$ cat src/hw/rtl/tcw_pkg.sv
// shared constants, types and helpers for the text console writer
package tcw_pkg;

  localparam int COLUMNS    = 80;
  localparam int ROWS       = 25;
  localparam int TAB_WIDTH  = 8;
  localparam int CELL_COUNT = COLUMNS * ROWS;

  localparam int ADDR_W = 11;
  localparam int COL_W  = 7;
  localparam int ROW_W  = 5;
  localparam int CELL_W = 16;
  localparam int CODE_W = 8;
  localparam int ACT_W  = 2;
  localparam int NIB_W  = 4;

  localparam logic [CELL_W-1:0] BLANK_CELL = 16'h0F20;

  localparam logic [CODE_W-1:0] CH_BACKSPACE = 8'h08;
  localparam logic [CODE_W-1:0] CH_TAB       = 8'h09;
  localparam logic [CODE_W-1:0] CH_LF        = 8'h0A;
  localparam logic [CODE_W-1:0] CH_CR        = 8'h0D;
  localparam logic [CODE_W-1:0] CH_SPACE     = 8'h20;
  localparam logic [CODE_W-1:0] CH_LAST      = 8'h7F;

  localparam logic [ACT_W-1:0] ACT_PUT   = 2'd0;
  localparam logic [ACT_W-1:0] ACT_CLEAR = 2'd1;
  localparam logic [ACT_W-1:0] ACT_READ  = 2'd2;

  typedef logic [ADDR_W-1:0] addr_t;
  typedef logic [COL_W-1:0]  col_t;
  typedef logic [ROW_W-1:0]  row_t;
  typedef logic [CELL_W-1:0] cell_t;

  // cursor update for a put transfer
  typedef struct packed {
    col_t col;
    row_t row;
    logic wr;
    logic scroll;
  } cursor_upd_t;

  function automatic addr_t cell_index(row_t row, col_t col);
    cell_index = ADDR_W'(int'(row) * COLUMNS + int'(col));
  endfunction

endpackage

$ cat src/hw/rtl/tcw_cursor.sv
// next cursor position for a put character transfer
module tcw_cursor (
  input  tcw_pkg::col_t       col,
  input  tcw_pkg::row_t       row,
  input  logic [7:0]          char_code,
  output tcw_pkg::cursor_upd_t upd
);
  import tcw_pkg::*;

  logic [COL_W:0] c;
  logic [ROW_W:0] r;
  logic           printable;

  assign printable = (char_code >= CH_SPACE) && (char_code <= CH_LAST);

  always_comb begin
    c = {1'b0, col};
    r = {1'b0, row};
    upd.wr = 1'b0;
    if (char_code == CH_BACKSPACE) begin
      if (col != '0) begin
        c = {1'b0, col} - 1'b1;
      end
    end else if (char_code == CH_TAB) begin
      c = (COL_W + 1)'((int'(col) / TAB_WIDTH) * TAB_WIDTH + TAB_WIDTH);
    end else if (char_code == CH_CR) begin
      c = '0;
    end else if (char_code == CH_LF) begin
      c = '0;
      r = {1'b0, row} + 1'b1;
    end else if (printable) begin
      c = {1'b0, col} + 1'b1;
      upd.wr = 1'b1;
    end
    // wrap past the last column
    if (c >= (COL_W + 1)'(COLUMNS)) begin
      c = '0;
      r = r + 1'b1;
    end
    upd.scroll = (r >= (ROW_W + 1)'(ROWS));
    if (upd.scroll) begin
      r = (ROW_W + 1)'(ROWS - 1);
    end
    upd.col = c[COL_W-1:0];
    upd.row = r[ROW_W-1:0];
  end

endmodule

$ cat config.mk
export PLATFORM = sky130hd
export DESIGN_NAME = tcw_cursor
export DESIGN_NICKNAME = d
export VERILOG_FILES = /design/src/hw/rtl/tcw_pkg.sv /design/src/hw/rtl/tcw_cursor.sv
export SDC_FILE = /design/constraint.sdc
export NUM_CORES = 1
export LEC_CHECK = 0
export ABC_AREA = 0
export BUFFER_PORTS_ARGS = -buffer_cell sky130_fd_sc_hd__buf_2
export CAP_MARGIN = 25
export CORE_UTILIZATION = 56
export DETAILED_ROUTE_END_ITERATION = 10
export GPL_TIMING_DRIVEN = 1
export PLACE_DENSITY_LB_ADDON = 0.2
export SYNTH_ARGS = -nofsm -noshare
export SYNTH_HDL_FRONTEND = slang
export SYNTH_SLANG_ARGS = --single-unit
$ cat constraint.sdc
create_clock -name vclk -period 4.55
set_clock_uncertainty 0.2 [all_clocks]
set_input_delay 0.91 -clock vclk [all_inputs]
set_output_delay 0.91 -clock vclk [all_outputs]
set_load 0.03 [all_outputs]
After elaboration in Yosys (flattened, before gate mapping) --
Cells that the tools add are included.
Storage, ports and cells: register bits after elaboration 0, latch bits 0, RAM bits 0, ROM bits 0, input port bits 20, output and inout bits 14, memories kept 0
Operators by class: add/subtract/negate cells 5, multiply operators 0, div/mod/pow operators 0, order comparisons 4, eq/ne operators 4, shift operators 0, mux-type cells 18, bitwise gates (word level) 0, reduce and logical (&&, ||, !) cells 2
Operators with widths (count):
- 8-bit two-way mux | 6
- 8-bit by 4-bit equality test with 1-bit output (second input constant) | 4
- 6-bit two-way mux | 5
- 7-bit by 1-bit adder with 8-bit output (second input constant) | 1
- 7-bit by 4-bit adder with 8-bit output (second input constant) | 1
- 8-bit by 6-bit >= comparator with 1-bit output (second input constant) | 1
- 8-bit by 7-bit >= comparator with 1-bit output (second input constant) | 1
- 8-bit by 7-bit <= comparator with 1-bit output (second input constant) | 1
- 7-bit by 1-bit subtractor with 8-bit output (second input constant) | 1
- 7-bit two-way mux | 1
- 7-bit nonzero test | 1
- 5-bit by 1-bit adder with 6-bit output (second input constant) | 1
- 6-bit by 1-bit adder with 6-bit output (second input constant) | 1
- 6-bit by 5-bit >= comparator with 1-bit output (second input constant) | 1
- 1-bit two-way mux | 5
- 5-bit two-way mux | 1
- 1-bit logical AND | 1

Depth between registers and ports, before layout --
depth in word-level cells 11, mapped depth 12

Worst setup path before layout --
Ideal clock, no wire load.
path kind input to output, start point input char_code[7], end point output upd[2] (netlist name), arrival 3.492 ns, path slack -0.052 ns, stages on the path 11, path buffers 2, cell sequence nor4_1 buf_2 and3_1 buf_2 xnor2_1 inv_1 ha_1 nand2b_1 o32ai_1 and2_1 nor4_1
RTL lines:
- from (decl) | line tcw_cursor.sv:5 | input logic [7:0] char_code,
- to (decl) | line tcw_cursor.sv:6 | output tcw_pkg::cursor_upd_t upd

==> impl_metrics.ini <==
[hold_path]
min_path_type = input port to output port
min_path_cells = 4

[floorplan]
rows = 16
num_io_pins = 34
die_h_um = 48.8
initial_core_util_pct = 61.3
die_area_um2 = 2380
core-area_um2 = 2000
die_w_um = 48.8

[setup_path]
critPathMostFrequentCell = buf_4
cp.depth = 12
path_buf_inv = 4
max_stage_delay_ps = 530
cp_top_family = simple AND/OR/NAND/NOR gates
worst-path-max-fanout = 9
cp_slowest_cell = or4b_4
cp.required_ps = 3440
end_kind = output port
crit_type = input port to output port
cp-start-kind = input port
arrival_ps = 3280
path_cells = buf_2 -> inv_1 -> ha_1 -> or4b_4 -> nor2_4 -> o221ai_2 -> and4_4 -> o21ai_4 -> buf_4 -> xnor2_1 -> nor4_1 -> buf_4

[timing]
final_hold_viol_count = 0
final-setup-viol-count = 0
max_slew_margin_pct = 51.8
tightest_slew_ps = 717
slew_viol_final = 0
setup_ws_ps = 161
fmax_mhz = 228
fin_crit_sh_pct = 96.5
hold_ws_ps = 2070
fin_crit_ps = 4390

[global_routing]
grt_pass1_vias = 1360
grt_pass1_wl_um = 5590
grt_max_degree = 13
overflow = 0
grt_usage_pct = 27.8
antenna_found_initial = 0

[yosys]
synth_warnings = 0
synth_seq_area_share_pct = 0
syn_area_um2 = 1230
synthCells = 180
syn_area_per_cell_um2 = 6.82
synth_cell_types = 64
synth_nets = 206

[route]
drt-total-wl_um = 3320
dr.pass1.iters = 4
drc_errors = 0
wl_per_cell_um = 14.0
vias = 1513
via_per_inst = 6.36
drt-initial-drc-count = 32
ant_nets = 0

[pwr]
ir_drop_mv = 0.0683
p_leak_uw = 0.000628
power_density_nw_per_um2 = 95.1

[place]
port_buffers = 34
hpwl_um = 2660
place_congestion = 0.957
numPlacedInstances = 233
dpl_worst_slack_ps = 143

[final_layout]
diodes = 0
finalNonFillerCells = 238
design.seq.count = 0
nets = 239
nClkBuffers = 0
final_layout_size_suffix_gt1_share_pct = 27.5
ff_latch_area_um2 = 0
area_delta_synth_final_pct = 16.7
fin_util_pct = 71.6

[run_status]
status = finished, final reports clean

[clock_tree]
hold_buffers = 0

[job]
drv_cap = 0
## Yosys cell counts, types with 2 or more instances
master     n  area share (%)
and4_1     5             3.6
nand2_1   21             6.4
nand2b_1   2             1.0
inv_1     10             3.1
nand3_1    4             1.6
o21ai_1    2            0.82
a22oi_1    3             1.8
mux2i_1    2             1.6
a41oi_1    3             2.1
buf_6      2             1.8
buf_2      5             2.0
and3_1     4             2.0
xnor2_1    9             6.4
and3b_1    2             1.4
a211oi_1   3             1.8
a311oi_1   2             1.4
nor2_1    14             4.3
nor4_1     5             2.5
nor3b_1    2             1.2
ha_1       6             6.1
nor3_1     2            0.82
and2_1     5             2.5
o21ai_0   10             4.1
a31oi_1    2             1.0
a21oi_1   12             4.9
o211ai_1   2             1.2
clkbuf_1   4             1.2
## what timing repair did
item	4_1_cts	5_1_grt
setup buffers	0	5
hold endpoints to repair	0	0
setup endpoints to repair	0	4
resized for setup	0	2
## where the power goes
group,switching [µW],leakage (µW),internal [µW],total [µW]
Combinational,85.1,0.000628,51.1,136
Sequential,0,0,0,0
Clock,0,0,0,0
Total,85.1,0.000628,51.1,136
## path summary, 6_finish.rpt
path	from	end	slack (ps)
setup / recovery	col[0]	upd[2]	160
hold / removal	col[0]	upd[7]	2070
## area by class of cell
class,instances,area [µm²]
multi-input combinational,158,1120
fill,167,569
timing repair buffer,42,233
inverter,11,41.3
tap,27,33.8
## logic make-up (layout without fill, tap and decap cells)
logic type | after synthesis | after routing | share of synthesized area, %
AND/OR/NAND/NOR | 82 | 82 | 41.9
AO/OA/AOI/OAI | 57 | 57 | 33.8
buffers and inverters | 22 | 53 | 8.46
XOR/XNOR | 10 | 10 | 7.14
adder cells (fa/ha/maj) | 6 | 6 | 6.12
multiplexers | 3 | 3 | 2.55
## placed cells by master (no fill, tap or decap), types with 2 or more instances in the layout
| cell | netlist | final |
|---|---|---|
| buf_2 | 5 | 33 |
| o21ai_0 | 10 | 10 |
| a22oi_1 | 3 | 3 |
| mux2i_1 | 2 | 2 |
| inv_1 | 10 | 10 |
| buf_4 | 0 | 9 |
| o21ai_1 | 2 | 2 |
| xnor2_1 | 9 | 9 |
| and4_1 | 5 | 5 |
| o211ai_1 | 2 | 2 |
| a41oi_1 | 3 | 3 |
| a211oi_1 | 3 | 3 |
| nor3_1 | 2 | 2 |
| nor4_1 | 5 | 5 |
| a31oi_1 | 2 | 2 |
| nor3b_1 | 2 | 2 |
| nor2_1 | 14 | 14 |
| nand2_1 | 21 | 21 |
| and3_1 | 4 | 3 |
| a311oi_1 | 2 | 2 |
| nand3_1 | 4 | 4 |
| nand2b_1 | 2 | 2 |
| ha_1 | 6 | 6 |
| and3b_1 | 2 | 2 |
| and2_1 | 5 | 5 |
| a21oi_1 | 12 | 12 |
## layer usage
layer	vias up	global-route usage, %	share of wire (%)
met5	-	0	0
met2	47	55.3	53
li1	754	-	-
met4	0	5.39	0.75
met3	4	0.935	3.4
met1	708	32.4	43
## through the flow
step	instance area [µm²]	power, µW	TNS (ps)
final	1430	136	0
after detailed placement	1390	130	0
after floorplan	1230	94.0	-105
after CTS	1390	130	0
after global routing	1430	149	-19.4
after global placement	1390	127	0
Note: power is estimated with default switching activity, not from simulation.
